### src/rtl/hall_tachometer_speed_macros.svh
// ----------------------------------------------------------------------------
// Hall tachometer assertion macros
// Shared concurrent assertion forms, clocked on clk and quiet during reset.
// ----------------------------------------------------------------------------
`ifndef HALL_TACHOMETER_SPEED_MACROS_SVH
`define HALL_TACHOMETER_SPEED_MACROS_SVH

// consequent must hold in the same cycle as the antecedent
`define HTS_ASSERT_SAME(label, ante, cons, msg) \
  label: assert property (@(posedge clk) disable iff (!rst_n) (ante) |-> (cons)) \
    else $error(msg);

// consequent must hold in the cycle after the antecedent
`define HTS_ASSERT_NEXT(label, ante, cons, msg) \
  label: assert property (@(posedge clk) disable iff (!rst_n) (ante) |=> (cons)) \
    else $error(msg);

`endif

### src/rtl/hts_pkg.sv
// ----------------------------------------------------------------------------
// Hall tachometer package
// Shared widths, reset values, register indexes and control structs.
// ----------------------------------------------------------------------------
package hts_pkg;

  localparam int TIME_BITS_DEF     = 24;
  localparam int SPEED_BITS_DEF    = 20;
  localparam int MIN_SAMPLE_US_DEF = 20000;
  localparam int STALE_US_DEF      = 500000;

  localparam int COUNT_W    = 32;
  localparam int GLITCH_W   = 9;
  localparam int WHEEL_W    = 20;
  localparam int PPR_W      = 8;
  localparam int CFG_IDX_W  = 2;
  localparam int CFG_DATA_W = 20;
  localparam int IN_DATA_W  = 8;

  // circumference in nm = wheel_um * 1000 * pi_q24 >> 24
  localparam int CIRC_A_W = 30;
  localparam int PI_W     = 26;
  localparam int CIRC_P_W = CIRC_A_W + PI_W;
  localparam int CIRC_W   = 32;
  localparam int NUM_W    = 64;

  localparam logic [PI_W-1:0]     PI_Q24      = 26'd52707179;
  localparam logic [9:0]          UM_TO_NM    = 10'd1000;
  localparam logic [GLITCH_W-1:0] GLITCH_MAX  = 9'd500;
  localparam logic [GLITCH_W-1:0] GLITCH_RST  = 9'd35;
  localparam logic [WHEEL_W-1:0]  WHEEL_RST   = 20'd65000;
  localparam logic [PPR_W-1:0]    PPR_RST     = 8'd2;

  typedef enum logic [CFG_IDX_W-1:0] {
    CFG_GLITCH = 2'd0,
    CFG_WHEEL  = 2'd1,
    CFG_PPR    = 2'd2
  } cfg_idx_t;

  typedef struct packed {
    logic latch;
    logic tick;
    logic load_raw;
    logic load_inst;
    logic div_start;
    logic filt_sum;
    logic filt_mul;
    logic filt_fix;
    logic out_load;
  } hts_cmd_t;

  typedef struct packed {
    logic raw_go;
    logic inst_ok;
    logic div_busy;
    logic div_done;
    logic out_busy;
  } hts_status_t;

endpackage

### src/rtl/hts_ctrl.sv
// ----------------------------------------------------------------------------
// Hall tachometer controller
// Sequences one tick: state update, averaged speed, instant speed, result.
// ----------------------------------------------------------------------------
`include "hall_tachometer_speed_macros.svh"

module hts_ctrl
  import hts_pkg::*;
(
  input  logic        clk,
  input  logic        rst_n,
  input  logic        in_tvalid,
  output logic        in_tready,
  input  hts_status_t status,
  output hts_cmd_t    cmd
);

  typedef enum logic [3:0] {
    ST_IDLE,
    ST_TICK,
    ST_RAW_PREP,
    ST_RAW_START,
    ST_RAW_WAIT,
    ST_FILT_SUM,
    ST_FILT_MUL,
    ST_FILT_FIX,
    ST_INST_PREP,
    ST_INST_START,
    ST_INST_WAIT,
    ST_OUT
  } state_t;

  state_t state_r;
  state_t state_nxt;

  always_comb begin
    state_nxt = state_r;
    cmd       = '0;
    unique case (state_r)
      ST_IDLE: begin
        cmd.latch = in_tvalid;
        if (in_tvalid) begin
          state_nxt = ST_TICK;
        end
      end
      ST_TICK: begin
        cmd.tick  = 1'b1;
        state_nxt = ST_RAW_PREP;
      end
      ST_RAW_PREP: begin
        cmd.load_raw = status.raw_go;
        state_nxt    = status.raw_go ? ST_RAW_START : ST_INST_PREP;
      end
      ST_RAW_START: begin
        cmd.div_start = 1'b1;
        state_nxt     = ST_RAW_WAIT;
      end
      ST_RAW_WAIT: begin
        if (status.div_done) begin
          state_nxt = ST_FILT_SUM;
        end
      end
      ST_FILT_SUM: begin
        cmd.filt_sum = 1'b1;
        state_nxt    = ST_FILT_MUL;
      end
      ST_FILT_MUL: begin
        cmd.filt_mul = 1'b1;
        state_nxt    = ST_FILT_FIX;
      end
      ST_FILT_FIX: begin
        cmd.filt_fix = 1'b1;
        state_nxt    = ST_INST_PREP;
      end
      ST_INST_PREP: begin
        cmd.load_inst = 1'b1;
        // skip the divide when the instant speed reads zero
        state_nxt     = status.inst_ok ? ST_INST_START : ST_OUT;
      end
      ST_INST_START: begin
        cmd.div_start = 1'b1;
        state_nxt     = ST_INST_WAIT;
      end
      ST_INST_WAIT: begin
        if (status.div_done) begin
          state_nxt = ST_OUT;
        end
      end
      ST_OUT: begin
        cmd.out_load = !status.out_busy;
        if (!status.out_busy) begin
          state_nxt = ST_IDLE;
        end
      end
      default: state_nxt = ST_IDLE;
    endcase
  end

  always_ff @(posedge clk) begin
    if (!rst_n) begin
      state_r <= ST_IDLE;
    end else begin
      state_r <= state_nxt;
    end
  end

  assign in_tready = (state_r == ST_IDLE);

  `HTS_ASSERT_NEXT(a_one_item_at_a_time, in_tvalid && in_tready, !in_tready, "item overlap")
  `HTS_ASSERT_SAME(a_done_in_wait, status.div_done,
    state_r == ST_RAW_WAIT || state_r == ST_INST_WAIT, "divide done outside a wait state")
  `HTS_ASSERT_NEXT(a_div_runs, cmd.div_start, status.div_busy || status.div_done,
    "divider idle after start")

endmodule

### config.mk
export PLATFORM = sky130hd
export DESIGN_NAME = hts_ctrl
export DESIGN_NICKNAME = d
export VERILOG_FILES = /design/src/rtl/hts_pkg.sv /design/src/rtl/hts_ctrl.sv
export VERILOG_INCLUDE_DIRS = /design/src /design/src/rtl
export SDC_FILE = /design/constraint.sdc
export NUM_CORES = 1
export LEC_CHECK = 0
export BUFFER_PORTS_ARGS = -buffer_cell sky130_fd_sc_hd__buf_2
export CORE_AREA = 2 2 39 41
export CTS_CLUSTER_DIAMETER = 60
export CTS_CLUSTER_SIZE = 12
export DETAILED_ROUTE_END_ITERATION = 7
export DIE_AREA = 0 0 41 43
export HOLD_SLACK_MARGIN = 0.15
export SYNTH_ARGS = -nofsm -noshare
export SYNTH_HDL_FRONTEND = slang
export SYNTH_SLANG_ARGS = --single-unit
### constraint.sdc
create_clock -name clk -period 1.2 [get_ports clk]
set_input_delay 0.24 -clock clk [delete_from_list [all_inputs] [get_ports clk]]
set_output_delay 0.24 -clock clk [all_outputs]
set_load 0.02 [all_outputs]
==> flow_results.xml, run 1 <==
<?xml version="1.0" encoding="UTF-8"?>
<metrics>
  <group name="outcome">
    <metric name="run_status" unit="">complete, but fails checks</metric>
    <metric name="violations_in_the_final_reports" unit="">negative setup slack</metric>
  </group>
  <group name="setup_path">
    <metric name="r2r-end" unit="">state_r[0]</metric>
    <metric name="worst-endpoint-required" unit="ps">960</metric>
    <metric name="worst-endpoint-arrival" unit="ps">1280</metric>
    <metric name="worst_path_most_repeated_cell" unit="">sky130_fd_sc_hd__buf_4</metric>
    <metric name="ff_to_ff_start" unit="">state_r[3]</metric>
    <metric name="setup.worst_path.class" unit="">reg -&gt; out</metric>
    <metric name="timing.critical_path.slowest_stage_cell" unit="">sky130_fd_sc_hd__dfxtp_4</metric>
    <metric name="regToRegSetupSlack" unit="ps">-270</metric>
    <metric name="critical_path.startpoint_type" unit="">flip-flop</metric>
    <metric name="timing.critical_path.slowest_cell_delay" unit="ps">360</metric>
    <metric name="path_cells" unit="">buf_4 &gt; nand2b_4 &gt; buf_4 &gt; nor2_1 &gt; buf_4</metric>
    <metric name="crit_path_max_fanout" unit="">6</metric>
    <metric name="critPathBufInv" unit="">3</metric>
    <metric name="cpLargestDelayFamily" unit="">buffers and inverters</metric>
    <metric name="timing.critical_path.to_type" unit="">output pin</metric>
    <metric name="timing.reg2reg.worst_path_depth" unit="">5</metric>
  </group>
  <group name="layout">
    <metric name="num_antenna_cells" unit="">0</metric>
    <metric name="registers_with_the_most_flip_flops" unit="">state_r x4</metric>
    <metric name="areaGrowthSynthToFinish" unit="%">125</metric>
    <metric name="instances_no_fill" unit="">113</metric>
    <metric name="seqCellArea" unit="um2">95.1</metric>
    <metric name="drive_above_1_share" unit="%">72.2</metric>
    <metric name="num-nets-final" unit="">107</metric>
    <metric name="flip_flop_count_of_the_largest_register_after_layout" unit="">4</metric>
    <metric name="largest_register" unit="">state_r</metric>
    <metric name="final_design_area_no_fill" unit="um2">933</metric>
    <metric name="fillCellCount" unit="">118</metric>
    <metric name="multiInputGateArea" unit="um2">412</metric>
  </group>
  <group name="global_routing">
    <metric name="grt_first_pass_wirelength" unit="um">2060</metric>
    <metric name="grt_antenna_before_repair" unit="">0</metric>
    <metric name="globalRouteOverflowTotal" unit="">0</metric>
    <metric name="first_global_vias" unit="">516</metric>
    <metric name="grt_util_all_layers" unit="%">17.6</metric>
    <metric name="maximum_number_of_pins_on_one_net_before_global_route_repair" unit="">9</metric>
  </group>
  <group name="route">
    <metric name="detailedRoute.firstPassIterationCount" unit="">4</metric>
    <metric name="route.layer.met1.wl" unit="um">552</metric>
    <metric name="detailed_route_vias_per_instance" unit="">5.19</metric>
    <metric name="met3_wirelength" unit="um">43</metric>
    <metric name="met2WireLength" unit="um">882</metric>
    <metric name="wl_per_cell" unit="um">13.2</metric>
    <metric name="antenna_nets_post_route" unit="">0</metric>
    <metric name="vias" unit="">586</metric>
    <metric name="first_iter_violations" unit="">17</metric>
    <metric name="detail_route.wirelength" unit="um">1490</metric>
    <metric name="top_signal_layer_used" unit="">met4</metric>
    <metric name="drc" unit="">0</metric>
  </group>
  <group name="place">
    <metric name="placement.io_buffers" unit="">16</metric>
    <metric name="placed_cells" unit="">101</metric>
    <metric name="place_area" unit="um2">673</metric>
    <metric name="hpwl" unit="um">994</metric>
    <metric name="gpl.final_weighted_congestion" unit="">0.796</metric>
  </group>
  <group name="clocking">
    <metric name="cts-root-buf" unit="">sky130_fd_sc_hd__clkbuf_4</metric>
    <metric name="insertion_delay" unit="ps">240</metric>
    <metric name="ctsLongestPathBuffers" unit="">2</metric>
    <metric name="cts_tree" unit="">done</metric>
    <metric name="cts-hold-fix-buffers" unit="">0</metric>
    <metric name="htree_levels" unit="">1</metric>
    <metric name="number_of_clock_buffers_inserted_by_tritoncts" unit="">3</metric>
    <metric name="clk_pin_slew_worst_paths" unit="ps">40</metric>
    <metric name="clock_sinks" unit="">4</metric>
  </group>
  <group name="min_path">
    <metric name="worst_hold_path_type" unit="">in -&gt; reg</metric>
    <metric name="worstHoldStart" unit="">rst_n</metric>
    <metric name="hold-path-cell-count" unit="">3</metric>
    <metric name="whs_endpoint" unit="">state_r[0]</metric>
  </group>
  <group name="sta">
    <metric name="grt_setup_unrepaired" unit="">yes</metric>
    <metric name="finalSetupViolCount" unit="">13</metric>
    <metric name="finalClockSkew" unit="ps">6.72</metric>
    <metric name="tns" unit="ps">-3150</metric>
    <metric name="slew_headroom" unit="%">81.5</metric>
    <metric name="postLayoutSetupSlackWorst" unit="ps">-324</metric>
    <metric name="finalWorstPathRequiredPeriod" unit="ps">1520</metric>
    <metric name="final_max_slew_viols" unit="">0</metric>
    <metric name="hold_viol" unit="">0</metric>
    <metric name="finalCritPeriodShare" unit="%">127</metric>
    <metric name="worst_pin_slew" unit="ps">276</metric>
    <metric name="achievable-frequency" unit="GHz">0.656</metric>
  </group>
  <group name="synthesis">
    <metric name="post_synthesis_net_count" unit="">65</metric>
    <metric name="number_of_synthesis_warnings" unit="">0</metric>
    <metric name="ys_ff_latch" unit="">4</metric>
    <metric name="post_synth_instance_area" unit="um2">415</metric>
    <metric name="post_synth_inst_count" unit="">57</metric>
    <metric name="synth_largest_area_cell" unit="">sky130_fd_sc_hd__dfxtp_1</metric>
    <metric name="synth_cell_types" unit="">30</metric>
    <metric name="dominantRegCellSynth" unit="">sky130_fd_sc_hd__dfxtp_1</metric>
    <metric name="netlist.area_leader.share" unit="%">19.3</metric>
    <metric name="synth_enable_flop_cells" unit="">0</metric>
    <metric name="synth_seq_area_share" unit="%">19.3</metric>
    <metric name="postSynthAreaPerCell" unit="um2">7.29</metric>
    <metric name="synth_async_sr_flop_share" unit="%">0</metric>
    <metric name="yosys-top-cells-area" unit="">sky130_fd_sc_hd__dfxtp_1 19%, sky130_fd_sc_hd__nor3_1 6.0%, sky130_fd_sc_hd__nand2_1 5.4%</metric>
  </group>
  <group name="die">
    <metric name="die_x" unit="um">41</metric>
    <metric name="rows" unit="">14</metric>
    <metric name="die-height" unit="um">43</metric>
    <metric name="floorplan.initialDensity" unit="%">30.0</metric>
    <metric name="design.die.area" unit="mm2">0.00176</metric>
    <metric name="core-area" unit="mm2">0.00138</metric>
    <metric name="io_pins" unit="">18</metric>
  </group>
  <group name="flow_run">
    <metric name="max-cap-violations" unit="">0</metric>
  </group>
  <group name="power_and_ir_drop">
    <metric name="switchingPower" unit="W">0.000650</metric>
    <metric name="power.internal" unit="W">0.000938</metric>
    <metric name="clock_power_share" unit="%">10.9</metric>
    <metric name="static_leak" unit="nW">0.405</metric>
    <metric name="p_seq_share" unit="%">15.0</metric>
    <metric name="peakVddDrop" unit="V">0.000743</metric>
    <metric name="combPwrFrac" unit="%">74.1</metric>
    <metric name="switching_share" unit="%">40.9</metric>
    <metric name="p_per_area" unit="mW/mm2">1700</metric>
  </group>
</metrics>
[synthesized netlist by cell type, types with 2 or more instances]
library cell and n:
sky130_fd_sc_hd__nand3_1 2, sky130_fd_sc_hd__inv_1 2, sky130_fd_sc_hd__xnor2_1 2, sky130_fd_sc_hd__dfxtp_1 4, sky130_fd_sc_hd__and2_1 2, sky130_fd_sc_hd__o21ai_1 2
sky130_fd_sc_hd__o211ai_1 2, sky130_fd_sc_hd__a21oi_1 2, sky130_fd_sc_hd__nor2_1 5, sky130_fd_sc_hd__nor4_1 2, sky130_fd_sc_hd__nor3_1 5, sky130_fd_sc_hd__nand2b_1 2
sky130_fd_sc_hd__nand2_1 6, sky130_fd_sc_hd__buf_2 3
[power by group through the flow]
stage                     Clock (W)  Combinational, W  Sequential (W)
after CTS                  0.000177          0.000978        0.000231
after global placement            0          0.000787        0.000225
after detailed placement          0          0.000802        0.000227
after floorplan                   0          0.000576        0.000194
after global routing       0.000188           0.00126        0.000244
final                      0.000173           0.00118        0.000239
[cell families after synthesis]
| group | Yosys count | share of synthesized area, % |
|---|---|---|
| AO/OA/AOI/OAI | 13 | 26.2 |
| XOR/XNOR | 2 | 4.22 |
| buffers and inverters | 7 | 9.94 |
| flip-flops | 4 | 19.3 |
| AND/OR/NAND/NOR | 31 | 40.4 |
[worst register-to-register path, delay by kind of cell (launching register included)]
family / cells / cell delay (ps)
flops: 1 / 370
simple gates: 1 / 480
buf+inv: 1 / 120
compound gates: 3 / 370
[timing repair]
item                                    in CTS  in global routing
pin swaps                                    8                  6
buffers inserted                             3                  6
resized for setup                           33                 15
endpoints found under the setup margin      13                 13
[how the worst max path moves through the flow]
stage / startpoint / endpoint / slack [ps] / cells after the start
floorplan: state_r[1] / cmd[8] / -240 / 4
global placement: state_r[1] / cmd[0] / -230 / 4
finish: state_r[1] / cmd[3] / -320 / 5
global route: state_r[1] / cmd[3] / -390 / 5
CTS: state_r[1] / cmd[8] / -310 / 4
detailed placement: state_r[1] / state_r[0] / -250 / 5
[final cells by class]
cell class              count  share of cell area, %
well taps                  16                   2.14
repair buffers             42                   39.5
clock buffers               3                   2.41
inverters                   2                   1.61
flip-flops and latches      4                   10.2
multi-input cells          46                   44.1
[per-layer routing]
metal  up-vias  global-route usage, %
li1        290                      -
met1       276                   19.0
met2        18                   29.7
met3         2                   3.14
met4         0                   10.0
met5         -                      0
[placed cells by master, fill, tap and decap left out, drive strengths merged, types with 3 or more instances in the layout]
cell,synthesis,routed
buf,5,42
nand2,6,6
nor2,5,5
nor3,5,5
dfxtp,4,4
o21ai,3,3
clkbuf,0,3
a21oi,3,3
[stage by stage]
step / hold WS (ps) / total power (W) / setup WS (ps) / util, %
2_1_floorplan: 383 / 0.000770 / -238 / -
3_3_place_gp: 548 / 0.00101 / -226 / 48.6
3_5_place_dp: 558 / 0.00103 / -251 / 48.6
4_1_cts: 304 / 0.00139 / -313 / 59.3
5_1_grt: 312 / 0.00169 / -387 / 67.5
6_report: 308 / 0.00159 / -324 / 67.5
Power figures use the tool's default switching activity.
==> run 2, diff against run 1 <==
==> constraint.sdc (replaced) <==
create_clock -name clk -period 1.2 [get_ports clk]
set_input_delay 0.24 -clock clk [delete_from_list [all_inputs] [get_ports clk]]
set_output_delay 0.24 -clock clk [all_outputs]
set_load 0.01 [all_outputs]
==> flow_results.xml, run 2 (synthesis gave the netlist of run 1 again) <==
<?xml version="1.0" encoding="UTF-8"?>
<metrics>
  <group name="die">
    <metric name="rows" unit="">14</metric>
    <metric name="die-height" unit="um">43</metric>
    <metric name="design.die.area" unit="mm2">0.00176</metric>
    <metric name="core-area" unit="mm2">0.00138</metric>
    <metric name="die_x" unit="um">41</metric>
    <metric name="floorplan.initialDensity" unit="%">30.0</metric>
    <metric name="io_pins" unit="">18</metric>
  </group>
  <group name="power_and_ir_drop">
    <metric name="combPwrFrac" unit="%">71.0</metric>
    <metric name="p_seq_share" unit="%">16.8</metric>
    <metric name="power.internal" unit="W">0.000840</metric>
    <metric name="p_per_area" unit="mW/mm2">1610</metric>
    <metric name="static_leak" unit="nW">0.380</metric>
    <metric name="switching_share" unit="%">38.0</metric>
    <metric name="clock_power_share" unit="%">12.2</metric>
    <metric name="switchingPower" unit="W">0.000516</metric>
    <metric name="peakVddDrop" unit="V">0.000685</metric>
    <metric name="design_power_total" unit="W">0.00136</metric>
  </group>
  <group name="layout">
    <metric name="drive_above_1_share" unit="%">71.4</metric>
    <metric name="largest_register" unit="">state_r</metric>
    <metric name="registers_with_the_most_flip_flops" unit="">state_r x4</metric>
    <metric name="flip_flop_count_of_the_largest_register_after_layout" unit="">4</metric>
    <metric name="areaGrowthSynthToFinish" unit="%">102</metric>
    <metric name="num_antenna_cells" unit="">0</metric>
    <metric name="num-nets-final" unit="">108</metric>
    <metric name="most-common-layout-cells" unit="">16 x sky130_fd_sc_hd__buf_2, 15 x sky130_fd_sc_hd__buf_4, 12 x sky130_fd_sc_hd__buf_6</metric>
    <metric name="mostFrequentLayoutCell" unit="">sky130_fd_sc_hd__buf_2</metric>
  </group>
  <group name="global_routing">
    <metric name="grt_first_pass_wirelength" unit="um">1920</metric>
    <metric name="globalRouteOverflowTotal" unit="">0</metric>
    <metric name="first_global_vias" unit="">510</metric>
    <metric name="maximum_number_of_pins_on_one_net_before_global_route_repair" unit="">8</metric>
    <metric name="grt_util_all_layers" unit="%">16.2</metric>
    <metric name="grt_antenna_before_repair" unit="">0</metric>
  </group>
  <group name="setup_path">
    <metric name="worstSetupPathDepth" unit="">5</metric>
    <metric name="setup.worst_path.class" unit="">reg -&gt; out</metric>
    <metric name="critPathBufInv" unit="">4</metric>
    <metric name="worst_path_most_repeated_cell" unit="">sky130_fd_sc_hd__buf_4</metric>
    <metric name="ff_to_ff_start" unit="">state_r[1]</metric>
    <metric name="worst-endpoint-required" unit="ps">960</metric>
    <metric name="timing.critical_path.to_type" unit="">output pin</metric>
    <metric name="critical_path.startpoint_type" unit="">flip-flop</metric>
    <metric name="timing.reg2reg.worst_path_depth" unit="">7</metric>
    <metric name="timing.critical_path.slowest_stage_cell" unit="">sky130_fd_sc_hd__dfxtp_2</metric>
    <metric name="start_point_of_the_critical_path" unit="">state_r[0]</metric>
    <metric name="cpLargestDelayFamily" unit="">buffers and inverters</metric>
    <metric name="path_cells" unit="">buf_4 &gt; buf_4 &gt; buf_6 &gt; nor4_2 &gt; buf_2</metric>
    <metric name="worst-endpoint-arrival" unit="ps">1220</metric>
    <metric name="timing.critical_path.slowest_cell_delay" unit="ps">330</metric>
    <metric name="crit_path_max_fanout" unit="">5</metric>
  </group>
  <group name="clocking">
    <metric name="clock_sinks" unit="">4</metric>
    <metric name="insertion_delay" unit="ps">230</metric>
    <metric name="clk_pin_slew_worst_paths" unit="ps">30</metric>
    <metric name="cts-root-buf" unit="">sky130_fd_sc_hd__clkbuf_4</metric>
    <metric name="cts_tree" unit="">done</metric>
    <metric name="cts-hold-fix-buffers" unit="">0</metric>
    <metric name="htree_levels" unit="">1</metric>
    <metric name="ctsLongestPathBuffers" unit="">2</metric>
    <metric name="number_of_clock_buffers_inserted_by_tritoncts" unit="">3</metric>
  </group>
  <group name="flow_run">
    <metric name="max-cap-violations" unit="">0</metric>
  </group>
  <group name="sta">
    <metric name="worst_pin_slew" unit="ps">262</metric>
    <metric name="finalSetupViolCount" unit="">13</metric>
    <metric name="finalWorstPathRequiredPeriod" unit="ps">1460</metric>
    <metric name="slew_headroom" unit="%">82.5</metric>
    <metric name="achievable-frequency" unit="GHz">0.685</metric>
    <metric name="finalHoldWorstSlack" unit="ps">302</metric>
    <metric name="finalClockSkew" unit="ps">3.69</metric>
    <metric name="postLayoutSetupSlackWorst" unit="ps">-260</metric>
    <metric name="finalCritPeriodShare" unit="%">122</metric>
    <metric name="grt_setup_unrepaired" unit="">yes</metric>
    <metric name="final_max_slew_viols" unit="">0</metric>
    <metric name="hold_viol" unit="">0</metric>
  </group>
  <group name="route">
    <metric name="antenna_nets_post_route" unit="">0</metric>
    <metric name="detailed_route_vias_per_instance" unit="">4.96</metric>
    <metric name="first_iter_violations" unit="">10</metric>
    <metric name="detail_route.wirelength" unit="um">1370</metric>
    <metric name="vias" unit="">565</metric>
    <metric name="wl_per_cell" unit="um">12.0</metric>
    <metric name="drc" unit="">0</metric>
    <metric name="detailedRoute.firstPassIterationCount" unit="">4</metric>
  </group>
  <group name="min_path">
    <metric name="hold-path-cell-count" unit="">3</metric>
    <metric name="worstHoldStart" unit="">status[0]</metric>
    <metric name="worst_hold_path_type" unit="">in -&gt; reg</metric>
  </group>
  <group name="place">
    <metric name="gpl.final_weighted_congestion" unit="">0.827</metric>
    <metric name="hpwl" unit="um">923</metric>
    <metric name="dp_slack" unit="ps">-197</metric>
    <metric name="placement.io_buffers" unit="">16</metric>
  </group>
  <group name="outcome">
    <metric name="run_status" unit="">complete, but fails checks</metric>
    <metric name="violations_in_the_final_reports" unit="">negative setup slack</metric>
  </group>
</metrics>
==> run 2: final timing paths <==
path | to | slack, ps
max | cmd[5] | -260
min | state_r[0] | 300
max reg2reg | state_r[1] | -180
min reg2reg | state_r[0] | 670
==> run 2: power groups by stage <==
| stage | Sequential (W) | Clock (W) | Combinational (W) |
|---|---|---|---|
| floorplan | 0.000194 | 0 | 0.000475 |
| global placement | 0.000217 | 0 | 0.000693 |
| detailed placement | 0.000216 | 0 | 0.000699 |
| CTS | 0.000227 | 0.000173 | 0.000839 |
| global route | 0.000231 | 0.000186 | 0.00105 |
| finish | 0.000228 | 0.000165 | 0.000963 |
==> run 2: cell type report <==
class                           instances  area (um2)
Timing Repair Buffer                   43         328
Sequential cell                         4        90.1
Clock buffer                            3        22.5
Tap cell                               16        20.0
Multi-Input combinational cell         46         370
Fill cell                             135         543
Inverter                                2        10.0
==> run 2: metrics by stage <==
| step | TNS [ps] | cell area [um2] | std cells | util (%) |
|---|---|---|---|---|
| 2_1_floorplan | -500 | 453 | 57 | - |
| 3_3_place_gp | -968 | 634 | 100 | 45.8 |
| 3_5_place_dp | -1070 | 634 | 100 | 45.8 |
| 4_1_cts | -2450 | 773 | 111 | 55.9 |
| 5_1_grt | -3470 | 841 | 114 | 60.8 |
| 6_report | -2600 | 841 | 114 | 60.8 |
==> run 2: layer usage <==
layer / vias to the layer above / global-route usage, % / part of all wire (%)
met5: - / 0 / 0
met4: 0 / 6.67 / 0
met3: 0 / 6.28 / 4.8
met2: 19 / 28.1 / 57
met1: 253 / 15.8 / 38
li1: 293 / - / -
==> run 2: repair_timing <==
action                                  in CTS  in global routing
setup buffers                                8                  4
resized for setup                           18                 13
pin swaps                                   12                  9
endpoints found under the setup margin      13                 13
==> run 2: worst register-to-register path, stage by stage, from the launching register on <==
cell and delay, ps:
sky130_fd_sc_hd__dfxtp_4 380, sky130_fd_sc_hd__buf_6 140, sky130_fd_sc_hd__buf_6 100, sky130_fd_sc_hd__buf_6 80
sky130_fd_sc_hd__nand3b_1 80, sky130_fd_sc_hd__a211oi_2 280, sky130_fd_sc_hd__o211ai_1 160, sky130_fd_sc_hd__o21ai_1 100
==> run 3, diff against run 2 <==
- PLACE_DENSITY: not set -> 0.64
==> flow_results.xml, run 3 (synthesis gave the netlist of run 1 again) <==
<?xml version="1.0" encoding="UTF-8"?>
<metrics>
  <group name="setup_path">
    <metric name="worst-endpoint-required" unit="ps">960</metric>
    <metric name="critical_path.startpoint_type" unit="">flip-flop</metric>
    <metric name="timing.critical_path.slowest_cell_delay" unit="ps">350</metric>
    <metric name="timing.critical_path.slowest_stage_cell" unit="">sky130_fd_sc_hd__dfxtp_4</metric>
    <metric name="worst-endpoint-arrival" unit="ps">1220</metric>
    <metric name="timing.critical_path.to_type" unit="">output pin</metric>
    <metric name="crit_path_max_fanout" unit="">7</metric>
    <metric name="setup.worst_path.class" unit="">reg -&gt; out</metric>
    <metric name="cpLargestDelayFamily" unit="">simple AND/OR/NAND/NOR gates</metric>
    <metric name="path_cells" unit="">buf_6 &gt; nand2b_1 &gt; nor2_2 &gt; buf_2</metric>
    <metric name="critPathBufInv" unit="">2</metric>
  </group>
  <group name="sta">
    <metric name="worst_pin_slew" unit="ps">269</metric>
    <metric name="final_max_slew_viols" unit="">0</metric>
    <metric name="postLayoutSetupSlackWorst" unit="ps">-256</metric>
    <metric name="grt_setup_unrepaired" unit="">yes</metric>
    <metric name="slew_headroom" unit="%">82.0</metric>
    <metric name="finalSetupViolCount" unit="">13</metric>
    <metric name="hold_viol" unit="">0</metric>
    <metric name="achievable-frequency" unit="GHz">0.687</metric>
    <metric name="finalWorstPathRequiredPeriod" unit="ps">1460</metric>
    <metric name="finalClockSkew" unit="ps">7.19</metric>
    <metric name="finalCritPeriodShare" unit="%">121</metric>
  </group>
  <group name="layout">
    <metric name="most-common-layout-cells" unit="">15 x sky130_fd_sc_hd__buf_2, 12 x sky130_fd_sc_hd__buf_6, 11 x sky130_fd_sc_hd__buf_4</metric>
    <metric name="largest_register" unit="">state_r</metric>
    <metric name="flip_flop_count_of_the_largest_register_after_layout" unit="">4</metric>
    <metric name="num_antenna_cells" unit="">0</metric>
    <metric name="num-nets-final" unit="">103</metric>
    <metric name="multiInputGateArea" unit="um2">383</metric>
    <metric name="registers_with_the_most_flip_flops" unit="">state_r x4</metric>
    <metric name="drive_above_1_share" unit="%">69.9</metric>
    <metric name="final_design_area_no_fill" unit="um2">816</metric>
    <metric name="areaGrowthSynthToFinish" unit="%">96.4</metric>
    <metric name="utilization" unit="%">59.0</metric>
    <metric name="mostFrequentLayoutCell" unit="">sky130_fd_sc_hd__buf_2</metric>
    <metric name="seqCellArea" unit="um2">90.1</metric>
    <metric name="fillCellCount" unit="">128</metric>
  </group>
  <group name="flow_run">
    <metric name="max-cap-violations" unit="">0</metric>
  </group>
  <group name="place">
    <metric name="place_area" unit="um2">612</metric>
    <metric name="hpwl" unit="um">906</metric>
    <metric name="gpl.final_weighted_congestion" unit="">0.822</metric>
    <metric name="placement.io_buffers" unit="">16</metric>
    <metric name="dp_slack" unit="ps">-204</metric>
  </group>
  <group name="global_routing">
    <metric name="grt_first_pass_wirelength" unit="um">1970</metric>
    <metric name="first_global_vias" unit="">489</metric>
    <metric name="grt_util_all_layers" unit="%">16.2</metric>
    <metric name="maximum_number_of_pins_on_one_net_before_global_route_repair" unit="">8</metric>
    <metric name="globalRouteOverflowTotal" unit="">0</metric>
    <metric name="grt_antenna_before_repair" unit="">0</metric>
  </group>
  <group name="die">
    <metric name="die_x" unit="um">41</metric>
    <metric name="floorplan.initialDensity" unit="%">30.0</metric>
    <metric name="io_pins" unit="">18</metric>
    <metric name="core-area" unit="mm2">0.00138</metric>
    <metric name="die-height" unit="um">43</metric>
    <metric name="rows" unit="">14</metric>
    <metric name="design.die.area" unit="mm2">0.00176</metric>
  </group>
  <group name="outcome">
    <metric name="run_status" unit="">complete, but fails checks</metric>
    <metric name="violations_in_the_final_reports" unit="">negative setup slack</metric>
  </group>
  <group name="route">
    <metric name="vias" unit="">552</metric>
    <metric name="detail_route.wirelength" unit="um">1260</metric>
    <metric name="drc" unit="">0</metric>
    <metric name="wl_per_cell" unit="um">11.5</metric>
    <metric name="detailed_route_vias_per_instance" unit="">5.06</metric>
    <metric name="detailedRoute.firstPassIterationCount" unit="">4</metric>
    <metric name="antenna_nets_post_route" unit="">0</metric>
    <metric name="first_iter_violations" unit="">7</metric>
  </group>
  <group name="clocking">
    <metric name="clk_pin_slew_worst_paths" unit="ps">40</metric>
    <metric name="cts-hold-fix-buffers" unit="">0</metric>
    <metric name="htree_levels" unit="">1</metric>
    <metric name="insertion_delay" unit="ps">230</metric>
    <metric name="ctsLongestPathBuffers" unit="">2</metric>
    <metric name="number_of_clock_buffers_inserted_by_tritoncts" unit="">3</metric>
    <metric name="cts_tree" unit="">done</metric>
    <metric name="cts-root-buf" unit="">sky130_fd_sc_hd__clkbuf_4</metric>
    <metric name="clock_sinks" unit="">4</metric>
  </group>
  <group name="power_and_ir_drop">
    <metric name="p_per_area" unit="mW/mm2">1580</metric>
    <metric name="peakVddDrop" unit="V">0.00101</metric>
    <metric name="static_leak" unit="nW">0.359</metric>
  </group>
  <group name="min_path">
    <metric name="worst_hold_path_type" unit="">in -&gt; reg</metric>
  </group>
</metrics>
-- run 3: timing repair --
| item | in CTS | in global routing |
|---|---|---|
| endpoints found under the setup margin | 13 | 13 |
| pin swaps | 13 | 8 |
| resized for setup | 17 | 14 |
| buffers inserted | 4 | 5 |
| cloned | 0 | 0 |
-- run 3: final timing paths --
check	start	to	slack (ps)	cells after the start
worst min register to register	state_r[3]	state_r[1]	630	2
worst min-delay path	status[0]	state_r[0]	300	3
worst max-delay path	state_r[3]	cmd[1]	-260	4
worst max register to register	state_r[1]	state_r[3]	-160	4
-- run 3: power breakdown --
group          internal (W)  switching (W)  total (W)
registers          0.000178      0.0000530   0.000231
clock network      0.000111      0.0000492   0.000161
logic              0.000501       0.000397   0.000898
-- run 3: tightest hold or removal path: cells and delay by family --
kind | cells | cell delay [ps]
buffers and inverters | 1 | 120
AO/OA/AOI/OAI | 1 | 60
AND/OR/NAND/NOR | 1 | 50
-- run 3: layout make-up --
cell class / count / share of cell area [%]
inverters: 2 / 0.920
clock buffers: 3 / 2.76
flip-flops and latches: 4 / 11.0
repair buffers: 38 / 35.9
well taps: 16 / 2.45
multi-input cells: 46 / 46.9
-- run 3: metrics by stage --
| stage | std cells | setup TNS (ps) | hold WS [ps] | power, W |
|---|---|---|---|---|
| finish | 109 | -2550 | 297 | 0.00129 |
| global route | 109 | -3550 | 284 | 0.00141 |
| CTS | 104 | -2510 | 292 | 0.00117 |
| detailed placement | 97 | -1090 | 534 | 0.000891 |
| global placement | 97 | -907 | 532 | 0.000882 |
| floorplan | 57 | -500 | 383 | 0.000669 |
-- run 3: metal layers --
metal | up-vias | GRT usage, % | wire length (um)
li1 | 278 | - | -
met4 | 0 | 5.33 | 0
met3 | 0 | 6.28 | 62
met2 | 18 | 25.0 | 659
met1 | 256 | 19.6 | 537
met5 | - | 0 | 0
